`src/hdl/nsf_pkg.sv`:
```
package nsf_pkg;

  localparam logic [7:0] CH_DOLLAR = 8'h24;
  localparam logic [7:0] CH_COMMA  = 8'h2C;
  localparam logic [7:0] CH_STAR   = 8'h2A;
  localparam logic [7:0] CH_CR     = 8'h0D;
  localparam logic [7:0] CH_ZERO   = 8'h30;
  localparam logic [7:0] CH_NINE   = 8'h39;
  localparam logic [7:0] CH_UPPER_A = 8'h41;

  // result queue depth; one byte pushes at most two results
  localparam int QDEPTH = 4;
  localparam int MAX_PUSH = 2;

  typedef enum logic [2:0] {
    PH_WAIT = 3'd0,
    PH_ADDR = 3'd1,
    PH_DATA = 3'd2,
    PH_HEX1 = 3'd3,
    PH_HEX2 = 3'd4
  } phase_t;

  typedef enum logic [1:0] {
    K_START = 2'd0,
    K_ADDR  = 2'd1,
    K_DATA  = 2'd2,
    K_END   = 2'd3
  } kind_t;

  typedef enum logic [2:0] {
    ST_OK_CHECKED   = 3'd0,
    ST_OK_UNCHECKED = 3'd1,
    ST_SUM_ERROR    = 3'd2,
    ST_ADDR_OVF     = 3'd3,
    ST_DATA_OVF     = 3'd4
  } status_t;

  typedef struct packed {
    logic [1:0] kind;
    logic [7:0] char_value;
    logic [6:0] position;
    logic [2:0] status;
    logic [7:0] computed_sum;
    logic [7:0] received_sum;
    logic       last;
  } nsf_result_t;

  localparam nsf_result_t RESULT_ZERO = '0;

  // results produced by one byte
  typedef struct packed {
    logic [1:0]  count;
    nsf_result_t r0;
    nsf_result_t r1;
  } nsf_push_t;

endpackage

```
`src/hdl/nsf_parser.sv`:
```
module nsf_parser #(
  parameter int MAX_ADDR_LEN = 8,
  parameter int MAX_DATA_LEN = 128
) (
  input  logic              clk,
  input  logic              rst,
  input  logic              fire,
  input  logic [7:0]        rx_byte,
  output nsf_pkg::nsf_push_t push
);
  import nsf_pkg::*;

  phase_t     phase, phase_next;
  logic [7:0] running_sum, running_sum_next;
  logic [7:0] got_sum, got_sum_next;
  logic [6:0] char_index, char_index_next;
  logic [7:0] idx_inc;
  logic [7:0] sum_x;
  logic [7:0] got_full;
  nsf_result_t r0, r1;
  logic [1:0] n;

  function automatic logic [3:0] hex_nibble(input logic [7:0] c);
    logic [7:0] d;
    if (c <= CH_NINE) d = c - CH_ZERO;
    else d = c - CH_UPPER_A + 8'd10;
    return d[3:0];
  endfunction

  assign idx_inc  = {1'b0, char_index} + 8'd1;
  assign sum_x    = running_sum ^ rx_byte;
  assign got_full = got_sum | {4'd0, hex_nibble(rx_byte)};

  always_comb begin
    phase_next       = phase;
    running_sum_next = running_sum;
    got_sum_next     = got_sum;
    char_index_next  = char_index;
    r0 = RESULT_ZERO;
    r1 = RESULT_ZERO;
    n  = 2'd0;
    unique case (phase)
      PH_WAIT: begin
        if (rx_byte == CH_DOLLAR) begin
          running_sum_next = '0;
          char_index_next  = '0;
          phase_next       = PH_ADDR;
          r0.kind = K_START;
          n = 2'd1;
        end
      end
      PH_ADDR: begin
        if (rx_byte == CH_COMMA) begin
          running_sum_next = sum_x;
          char_index_next  = '0;
          phase_next       = PH_DATA;
        end else if (rx_byte == CH_STAR) begin
          char_index_next = '0;
          phase_next      = PH_HEX1;
        end else begin
          running_sum_next = sum_x;
          char_index_next  = idx_inc[6:0];
          r0.kind       = K_ADDR;
          r0.char_value = rx_byte;
          r0.position   = char_index;
          n = 2'd1;
          if (idx_inc >= 8'(MAX_ADDR_LEN)) begin
            r1.kind         = K_END;
            r1.status       = ST_ADDR_OVF;
            r1.computed_sum = sum_x;
            n = 2'd2;
            phase_next = PH_WAIT;
          end
        end
      end
      PH_DATA: begin
        if (rx_byte == CH_STAR) begin
          phase_next = PH_HEX1;
        end else if (rx_byte == CH_CR) begin
          r0.kind         = K_END;
          r0.status       = ST_OK_UNCHECKED;
          r0.computed_sum = running_sum;
          n = 2'd1;
          phase_next = PH_WAIT;
        end else begin
          running_sum_next = sum_x;
          char_index_next  = idx_inc[6:0];
          r0.kind       = K_DATA;
          r0.char_value = rx_byte;
          r0.position   = char_index;
          n = 2'd1;
          if (idx_inc >= 8'(MAX_DATA_LEN)) begin
            r1.kind         = K_END;
            r1.status       = ST_DATA_OVF;
            r1.computed_sum = sum_x;
            n = 2'd2;
            phase_next = PH_WAIT;
          end
        end
      end
      PH_HEX1: begin
        got_sum_next = {hex_nibble(rx_byte), 4'd0};
        phase_next   = PH_HEX2;
      end
      PH_HEX2: begin
        got_sum_next    = got_full;
        r0.kind         = K_END;
        r0.status       = (got_full == running_sum) ? ST_OK_CHECKED : ST_SUM_ERROR;
        r0.computed_sum = running_sum;
        r0.received_sum = got_full;
        n = 2'd1;
        phase_next = PH_WAIT;
      end
      default: phase_next = PH_WAIT;
    endcase
    if (n == 2'd1) r0.last = 1'b1;
    if (n == 2'd2) r1.last = 1'b1;
  end

  always_ff @(posedge clk) begin
    if (rst) begin
      phase       <= PH_WAIT;
      running_sum <= '0;
      got_sum     <= '0;
      char_index  <= '0;
    end else if (fire) begin
      phase       <= phase_next;
      running_sum <= running_sum_next;
      got_sum     <= got_sum_next;
      char_index  <= char_index_next;
    end
  end

  assign push.count = fire ? n : 2'd0;
  assign push.r0    = r0;
  assign push.r1    = r1;

  // an end result always returns the parser to waiting
  a_end_to_wait: assert property (@(posedge clk) disable iff (rst)
    (fire && n != 2'd0 && ((n == 2'd1 && r0.kind == K_END) || n == 2'd2))
    |=> phase == PH_WAIT)
    else $error("parser not idle after sentence end");

  // two results only on overflow, the second being the end
  a_pair_shape: assert property (@(posedge clk) disable iff (rst)
    (n == 2'd2) |-> (r1.kind == K_END && !r0.last && r1.last &&
                     (r0.kind == K_ADDR || r0.kind == K_DATA)))
    else $error("bad result pair");

  a_wait_start: assert property (@(posedge clk) disable iff (rst)
    (fire && phase == PH_WAIT && rx_byte != CH_DOLLAR) |=> phase == PH_WAIT)
    else $error("left wait without start character");

endmodule

```
`src/hdl/nsf_out_queue.sv`:
```
module nsf_out_queue (
  input  logic               clk,
  input  logic               rst,
  input  nsf_pkg::nsf_push_t push,
  output logic               room,
  output logic               res_valid,
  input  logic               res_ready,
  output nsf_pkg::nsf_result_t head
);
  import nsf_pkg::*;

  localparam int AW = $clog2(QDEPTH);
  localparam int CW = $clog2(QDEPTH + 1);

  nsf_result_t mem [QDEPTH];
  logic [AW-1:0] wp, rp;
  logic [AW-1:0] wp_1;
  logic [CW-1:0] count;
  logic          pop;

  assign wp_1      = wp + 1'b1;
  assign res_valid = (count != '0);
  assign pop       = res_valid && res_ready;
  assign room      = (count <= CW'(QDEPTH - MAX_PUSH));
  assign head      = mem[rp];

  always_ff @(posedge clk) begin
    if (push.count != 2'd0) mem[wp] <= push.r0;
    if (push.count == 2'd2) mem[wp_1] <= push.r1;
  end

  always_ff @(posedge clk) begin
    if (rst) begin
      wp    <= '0;
      rp    <= '0;
      count <= '0;
    end else begin
      wp    <= wp + AW'(push.count);
      if (pop) rp <= rp + 1'b1;
      count <= count + CW'(push.count) - CW'(pop);
    end
  end

  a_no_overflow: assert property (@(posedge clk) disable iff (rst)
    (push.count != 2'd0) |-> (count + CW'(push.count) - CW'(pop) <= CW'(QDEPTH)))
    else $error("result queue overflow");

  a_count_bound: assert property (@(posedge clk) disable iff (rst) count <= CW'(QDEPTH))
    else $error("result queue count out of range");

  a_pop_only: assert property (@(posedge clk) disable iff (rst)
    (pop && push.count == 2'd0) |=> count == $past(count) - 1'b1)
    else $error("queue count did not drop on pop");

endmodule

```
`src/hdl/nmea_sentence_framer.sv`:
```
// channel | signals                       | beat
// rx      | rx_valid rx_ready rx_byte     | one received character
// res     | res_valid res_ready kind char_value position status
//         | computed_sum received_sum last| one framing result
//
// One byte is taken per cycle while rx_ready is high; its results land in a four-entry queue the same edge.
// A byte yields zero, one or two results; the queue drains one result per cycle while res_ready is high.
// rx_ready drops while the queue holds more than two results.
// Synchronous reset empties the queue and returns the parser to waiting for '$'.
module nmea_sentence_framer #(
  parameter int MAX_ADDR_LEN = 8,
  parameter int MAX_DATA_LEN = 128
) (
  input  logic       clk,
  input  logic       rst,
  input  logic       rx_valid,
  output logic       rx_ready,
  input  logic [7:0] rx_byte,
  output logic       res_valid,
  input  logic       res_ready,
  output logic [1:0] kind,
  output logic [7:0] char_value,
  output logic [6:0] position,
  output logic [2:0] status,
  output logic [7:0] computed_sum,
  output logic [7:0] received_sum,
  output logic       last
);
  import nsf_pkg::*;

  nsf_push_t   push;
  nsf_result_t head;
  logic        fire;

  assign fire = rx_valid && rx_ready;

  nsf_parser #(
    .MAX_ADDR_LEN(MAX_ADDR_LEN),
    .MAX_DATA_LEN(MAX_DATA_LEN)
  ) u_parser (
    .clk     (clk),
    .rst     (rst),
    .fire    (fire),
    .rx_byte (rx_byte),
    .push    (push)
  );

  nsf_out_queue u_queue (
    .clk       (clk),
    .rst       (rst),
    .push      (push),
    .room      (rx_ready),
    .res_valid (res_valid),
    .res_ready (res_ready),
    .head      (head)
  );

  assign kind         = head.kind;
  assign char_value   = head.char_value;
  assign position     = head.position;
  assign status       = head.status;
  assign computed_sum = head.computed_sum;
  assign received_sum = head.received_sum;
  assign last         = head.last;

endmodule
```
`config.mk`:
```
export PLATFORM = sky130hd
export DESIGN_NAME = nmea_sentence_framer
export DESIGN_NICKNAME = d
export VERILOG_FILES = /design/src/hdl/nsf_pkg.sv /design/src/hdl/nsf_parser.sv /design/src/hdl/nsf_out_queue.sv /design/src/hdl/nmea_sentence_framer.sv
export SDC_FILE = /design/constraint.sdc
export NUM_CORES = 1
export LEC_CHECK = 0
export BUFFER_PORTS_ARGS = -buffer_cell sky130_fd_sc_hd__buf_4
export CORE_ASPECT_RATIO = 1.25
export CORE_MARGIN = 2
export CORE_UTILIZATION = 28
export DETAILED_ROUTE_END_ITERATION = 10
export PLACE_DENSITY = 0.5
export SLEW_MARGIN = 30
export SYNTH_ARGS = -nofsm -noshare
export SYNTH_HDL_FRONTEND = slang
export SYNTH_SLANG_ARGS = --single-unit
```
`constraint.sdc`:
```
create_clock -name clk -period 5.8 [get_ports clk]
set_clock_uncertainty 0.15 [all_clocks]
set_input_delay 0.87 -clock clk [delete_from_list [all_inputs] [get_ports clk]]
set_output_delay 0.87 -clock clk [all_outputs]
set_load 0.02 [all_outputs]
```
* Word-level counts from Yosys, hierarchy flattened *
Memories as Yosys holds them, arrays and structs flattened. A register that Yosys moved wholly into a read port is not among the register bits.
Index checks and enable logic that the tools add are counted.

storage, ports and cells
  register bits = 33
  memory bits (writable) = 148
  bits of input ports = 12
  output and inout bits = 39
  logic and storage cells = 116
  memories = 1

operators by class
  add/subtract/negate cells = 9
  order comparisons = 4
  eq/ne operators = 18
  mux-type cells = 64
  bitwise logic cells = 2
  reduce and logical (&&, ||, !) cells = 11

memories
  name         words  bits a word  read ports  clocked after memory_dff  wr ports  RTL line             text
  u_queue.mem  4      37           1           1                         2         nsf_out_queue.sv:15  nsf_result_t mem [QDEPTH];

operators with widths
  operator             count
  $mux 11              5
  $mux 8               6
  $pmux 11 s2          2
  $mux 7               5
  $mux 2               16
  $pmux 15 s2          1
  $mux 28              1
  $eq 8x6->1 const B   3
  $pmux 8 s3           1
  $mux 3               7
  $pmux 7 s3           1
  $mux 17              1
  $mux 16              1
  $pmux 8 s2           1
  $mux 15              1
  $pmux 3 s4           1
  $mux 10              1
  $mux 9               1
  $add 7x1->8 const B  1
  $eq 8x4->1 const B   1
  $eq 8x8->1           1
  $ge 8x4->1 const B   1
  $ge 8x8->1 const B   1
  $le 8x6->1 const B   1
  other kinds (31)     47

* Depth between registers and ports, before layout *
  depth after elaboration = 10
  depth in mapped cells = 14
  gate-level depth less buffers = 13

* Cells and area by module *
Synthesis repeated with hierarchy kept, for this count alone.

unflattened totals
  cell total of the unflattened synthesis = 768
  area total of the unflattened synthesis = 10495.1 um^2

by module, submodules not included
  module                instances  cells an instance  area each (um^2)  sequential area each (um^2)
  nsf_out_queue         1          408                7881.3            4624.4
  nsf_parser            1          359                2607.5            520.5
  nmea_sentence_framer  1          1                  6.3               0.0

* Worst setup path before layout *
OpenSTA, ideal clock, no wires.

  path kind = input -> register
  start point = input rx_byte[2]
  end point = register u_queue.count[2]
  setup time = 0.128 ns
  arrival = 3.306 ns
  data required time = 5.522 ns
  slack = 2.216 ns
  cell stages on the path = 10
  path buffers = 1
  cell sequence = clkbuf_1 mux2_2 a41o_1 a41oi_4 o21ai_1 ha_1 fa_1 xnor2_1 xnor2_1 nor2_1

between the ends
  longest elaborated chain between the ends = 7
  elaborated cells on any way between the ends = 13
  classes of those cells = 2 x add/sub; 4 x eq/ne; 7 x mux

RTL lines
  element                                   RTL line                                              text
  start, declared                           nmea_sentence_framer.sv:18                            input logic [7:0] rx_byte,
  $eq 8x4->1 or $eq 8x6->1 (tied branches)  nsf_parser.sv:79, nsf_parser.sv:57, nsf_parser.sv:77
  $mux 2 (on tied branches)                 nsf_parser.sv:79, nsf_parser.sv:57
  $mux 2 (on tied branches)                 nsf_parser.sv:77, nsf_parser.sv:53
  $pmux 2 s4 (*)                            nsf_parser.sv:42                                      unique case (phase)
  $mux 2 (*)                                nsf_parser.sv:134                                     assign push.count = fire ? n : 2'd0;
  $add 3x2->3 (*)                           nsf_out_queue.sv:40                                   count <= count + CW'(push.count) - CW'(pop);
  $sub 3x1->3 (*)                           nsf_out_queue.sv:40
  end signal, assigned                      nsf_out_queue.sv:40
  end, declared                             nsf_out_queue.sv:18                                   logic [CW-1:0] count;

Every way passes the cells marked *; elsewhere a longest branch is shown, timed or not.
A chain may end at the register's enable or synchronous reset.

* Final worst setup path *
  start point = input rx_byte[0]
  end point = register u_queue.count[2]

Same word-level chain as after synthesis.

==> flow_metrics.env <==
export IMPL_result_of_the_run="completed"
export IMPL_post_place_ws_ns=1.49
export IMPL_netlist_top_cells_area="sky130_fd_sc_hd__dfxtp_1, sky130_fd_sc_hd__edfxtp_1, sky130_fd_sc_hd__mux4_2"
export IMPL_clock_sinks=183
export IMPL_grt_start_max_net_pins=50
export IMPL_power_density_mw_per_mm2=289
export IMPL_drt_wl_total_um=25300
export IMPL_crit_type="in -> reg"
export IMPL_finalSetupViolations=0
export IMPL_netlist_instances=876
export IMPL_worst_hold_path_type="reg -> reg"
export IMPL_synth_cell_area_mm2=0.00881
export IMPL_hold_viol=0
export IMPL_regToRegEndpoint="u_queue.count[2]"
export IMPL_timing_max_slew_rel_slack=0.363
export IMPL_async_reset_ff_frac=0
export IMPL_avgViaCountPerCell=5.09
export IMPL_switching_share=0.267
export IMPL_synth_top_cell_area_share=0.289
export IMPL_grtUsageTotal=0.157
export IMPL_floorplan_die_width_um=163
export IMPL_routedWlPerCell_um=19.3
export IMPL_detail_route_drc_violations=0
export IMPL_ioPinCount=51
export IMPL_maxClockFrequency_mhz=260
export IMPL_tritoncts_clock_tree="yes"
export IMPL_crit_start="rx_byte[0]"
export IMPL_utilization=0.327
export IMPL_maxCapViolCount=0
export IMPL_antenna_cells_inserted=0
export IMPL_ctsRootBufferMaster="sky130_fd_sc_hd__clkbuf_16"
export IMPL_routed_via_count=6669
export IMPL_critPathArrivalTime_ns=4.01
export IMPL_core_mm2=0.0310
export IMPL_antenna_left=0
export IMPL_syn_mean_instance_area_um2=10.1
export IMPL_antenna_found_initial=0
export IMPL_total_switching_power_w=0.000782
export IMPL_worst_r2r_path_depth=11
export IMPL_first_global_vias=6535
export IMPL_proportion_of_layout_cells_with_a_drive_suffix_above_1=0.181
export IMPL_insertion_delay_ns=0.44
export IMPL_ys_ff_latch=183
export IMPL_grt_overflow=0
export IMPL_cts_path_max_buffers=2
export IMPL_rrSetupSlack_ns=2.35
export IMPL_placementRows=72
export IMPL_design_power_total_w=0.00293
export IMPL_worst_setup_path_start_kind="input pin"
export IMPL_post_cts_setup_repair_bufs=0
export IMPL_htree_levels=4
export IMPL_gp_congestion=0.836
export IMPL_synth_fp_nets=899
export IMPL_final_period_minus_worst_setup_slack_ns=3.85
export IMPL_vdd_ir_drop_max_uv=184
export IMPL_number_of_flops_mapped_to_enable_cells_by_yosys=56
export IMPL_cts_buffers_inserted=17
export IMPL_critPathMaxFanout=8
export IMPL_p_int_w=0.00215
export IMPL_post_cts_resize_count=0
export IMPL_yosysTopAreaCell="sky130_fd_sc_hd__dfxtp_1"
export IMPL_detailed_router_s_first_iteration_violation_count=446
export IMPL_synthToLayoutAreaGrowth_pct=15.0
export IMPL_grt_setup_unrepaired="false"
export IMPL_p_leak_nw=3.53
export IMPL_postCtsHoldBufs=0
export IMPL_timing_max_transition_violations_final=0
export IMPL_number_of_search_and_repair_iterations_in_the_first_detailed_routing_pass=4
export IMPL_dpl_hpwl_um=16800
export IMPL_floorplan_initialDensity=0.284
export IMPL_clockPowerShare=0.393
export IMPL_timing_final_ws_setup_ns=1.95
export IMPL_tightest_pin_transition_ns=0.952
export IMPL_seqPwrFrac=0.474
export IMPL_place_port_buffers=50
export IMPL_dieArea_mm2=0.0329
export IMPL_final_layout_net_count=913
export IMPL_endpoint_type_of_the_worst_setup_path="flop"
export IMPL_critPathRequiredTime_ns=5.97
export IMPL_synth_seq_area_share=0.479
export IMPL_synth_warnings=0
export IMPL_rr_startpoint="u_parser.char_index[4]"
export IMPL_comb_power_share=0.133
export IMPL_netlist_cell_type_count=71
export IMPL_die_h_um=202
export IMPL_timing_setup_tns_ns=0
export IMPL_timing_final_crit_share=0.664
export IMPL_clkTransAtPathRegs_ns=0.07
export IMPL_ys_flop_type="sky130_fd_sc_hd__dfxtp_1"
export IMPL_timing_endpoint_of_the_critical_path="u_queue.count[2]"
export IMPL_grt_pass1_wl_um=39500
export IMPL_hold_slack_ns=0.307
how the worst min path moves through the flow:
stage | start | to | slack (ns) | cells past startpoint
2_1_floorplan | u_queue.mem[2][25] | u_queue.mem[2][25] | 0.29 | 2
3_5_place_dp | u_queue.mem[2][27] | u_queue.mem[2][27] | 0.30 | 2
5_1_grt | u_queue.mem[0][2] | u_queue.mem[0][2] | 0.33 | 2
3_3_place_gp | u_queue.mem[1][22] | u_queue.mem[1][22] | 0.29 | 2
4_1_cts | u_queue.mem[2][27] | u_queue.mem[2][27] | 0.31 | 2
6_report | u_queue.mem[1][24] | u_queue.mem[1][24] | 0.31 | 2
kinds of logic (layout without fill, tap and decap cells):
logic type	Yosys count	count (layout)	share of synthesized area
and+or+nand+nor	274	274	0.163
AOI/OAI and AO/OA	265	265	0.180
DFF	183	183	0.479
buffers and inverters	80	106	0.0381
muxes	48	48	0.108
xor gates and xnor gates	14	14	0.0139
adders and majority gates	12	12	0.0176
stage by stage:
stage	instance area, µm²	instances
2_1_floorplan	8810	876
4_1_cts	10100	1309
3_5_place_dp	9550	1278
3_3_place_gp	9550	1278
6_report	10100	1309
5_1_grt	10100	1309
cells in the mapped netlist, types with 2 or more instances:
cell and number:
sky130_fd_sc_hd__nand2b_1 28, sky130_fd_sc_hd__xnor2_1 7, sky130_fd_sc_hd__buf_4 4, sky130_fd_sc_hd__o21ai_1 107, sky130_fd_sc_hd__a31oi_1 3, sky130_fd_sc_hd__nand3_1 97, sky130_fd_sc_hd__nand4_1 4, sky130_fd_sc_hd__o32ai_1 4
sky130_fd_sc_hd__mux4_2 37, sky130_fd_sc_hd__dfxtp_1 127, sky130_fd_sc_hd__o21ai_0 23, sky130_fd_sc_hd__and2_1 2, sky130_fd_sc_hd__nor3_1 4, sky130_fd_sc_hd__ha_1 10, sky130_fd_sc_hd__inv_1 12, sky130_fd_sc_hd__o21a_1 2
sky130_fd_sc_hd__nor2b_1 6, sky130_fd_sc_hd__nand2_1 44, sky130_fd_sc_hd__o22ai_1 5, sky130_fd_sc_hd__edfxtp_1 56, sky130_fd_sc_hd__buf_1 5, sky130_fd_sc_hd__nor4_1 2, sky130_fd_sc_hd__clkbuf_1 43, sky130_fd_sc_hd__o21ai_2 4
sky130_fd_sc_hd__and4_1 3, sky130_fd_sc_hd__nand3b_1 4, sky130_fd_sc_hd__or4b_1 2, sky130_fd_sc_hd__mux2_2 5, sky130_fd_sc_hd__a21oi_1 57, sky130_fd_sc_hd__o211ai_1 4, sky130_fd_sc_hd__or3b_1 2, sky130_fd_sc_hd__and3_1 2
sky130_fd_sc_hd__nor3_2 3, sky130_fd_sc_hd__buf_2 16, sky130_fd_sc_hd__nor3b_2 2, sky130_fd_sc_hd__xor2_1 7, sky130_fd_sc_hd__o31ai_1 2, sky130_fd_sc_hd__a211oi_1 2, sky130_fd_sc_hd__nor3b_1 3, sky130_fd_sc_hd__mux2i_1 5
sky130_fd_sc_hd__a21o_1 35, sky130_fd_sc_hd__nor2_1 53, sky130_fd_sc_hd__or3_1 5
power by group through the flow:
stage | clock [W] | combinational (W) | sequential [W]
2_1_floorplan | 0 | 0.000316 | 0.00136
3_3_place_gp | 0 | 0.000399 | 0.00142
3_5_place_dp | 0 | 0.000396 | 0.00142
4_1_cts | 0.00118 | 0.000398 | 0.00139
5_1_grt | 0.00122 | 0.000421 | 0.00140
6_report | 0.00115 | 0.000391 | 0.00139
flip-flops by register name (all words and copies together), names as in the netlist, named ones only:
name and cells:
u_queue.mem 148, u_parser.got_sum 8, u_parser.running_sum 8, u_parser.char_index 7, u_parser.phase 3, u_queue.count 3, u_queue.rp 2, u_queue.wp 2
critical path, stage by stage:
cell and delay [ns]:
sky130_fd_sc_hd__buf_4 0.15, sky130_fd_sc_hd__inv_1 0.10, sky130_fd_sc_hd__ha_1 0.25, sky130_fd_sc_hd__nor2b_1 0.16, sky130_fd_sc_hd__and4_1 0.29, sky130_fd_sc_hd__o311ai_2 0.75, sky130_fd_sc_hd__nor2_1 0.24, sky130_fd_sc_hd__nor2_1 0.22
sky130_fd_sc_hd__ha_1 0.18, sky130_fd_sc_hd__inv_1 0.05, sky130_fd_sc_hd__fa_1 0.37, sky130_fd_sc_hd__xnor2_1 0.18, sky130_fd_sc_hd__xnor2_1 0.14, sky130_fd_sc_hd__nor2_1 0.06
final cells by class:
cell class / instances / area (µm²)
multi-input combinational: 613 / 4300
sequential: 183 / 4230
fill: 3199 / 20900
timing repair buffer: 63 / 473
clock buffer: 20 / 468
tap: 407 / 509
inverter: 12 / 45.0
clock inverter: 11 / 111
layer usage:
metal  vias up  wire length [µm]  GRT usage
li1       3281                 -          -
met1      3244             11500      0.200
met2       121             12400      0.265
met3        23               930     0.0310
met4         0               548     0.0544
met5         -                 0          0
cell usage in the layout (no fill, tap or decap), drive strengths merged, types with 6 or more instances in the layout:
cell type	count
nand2b	28
nor3	7
o21ai	134
mux2	6
nand2	44
nand3	98
inv	17
mux4	37
a21o	35
nor2	53
dfxtp	127
buf	63
edfxtp	56
a21oi	58
clkbuf	20
xor2	7
nor2b	6
ha	10
xnor2	7
Power figures use the tool's default switching activity.
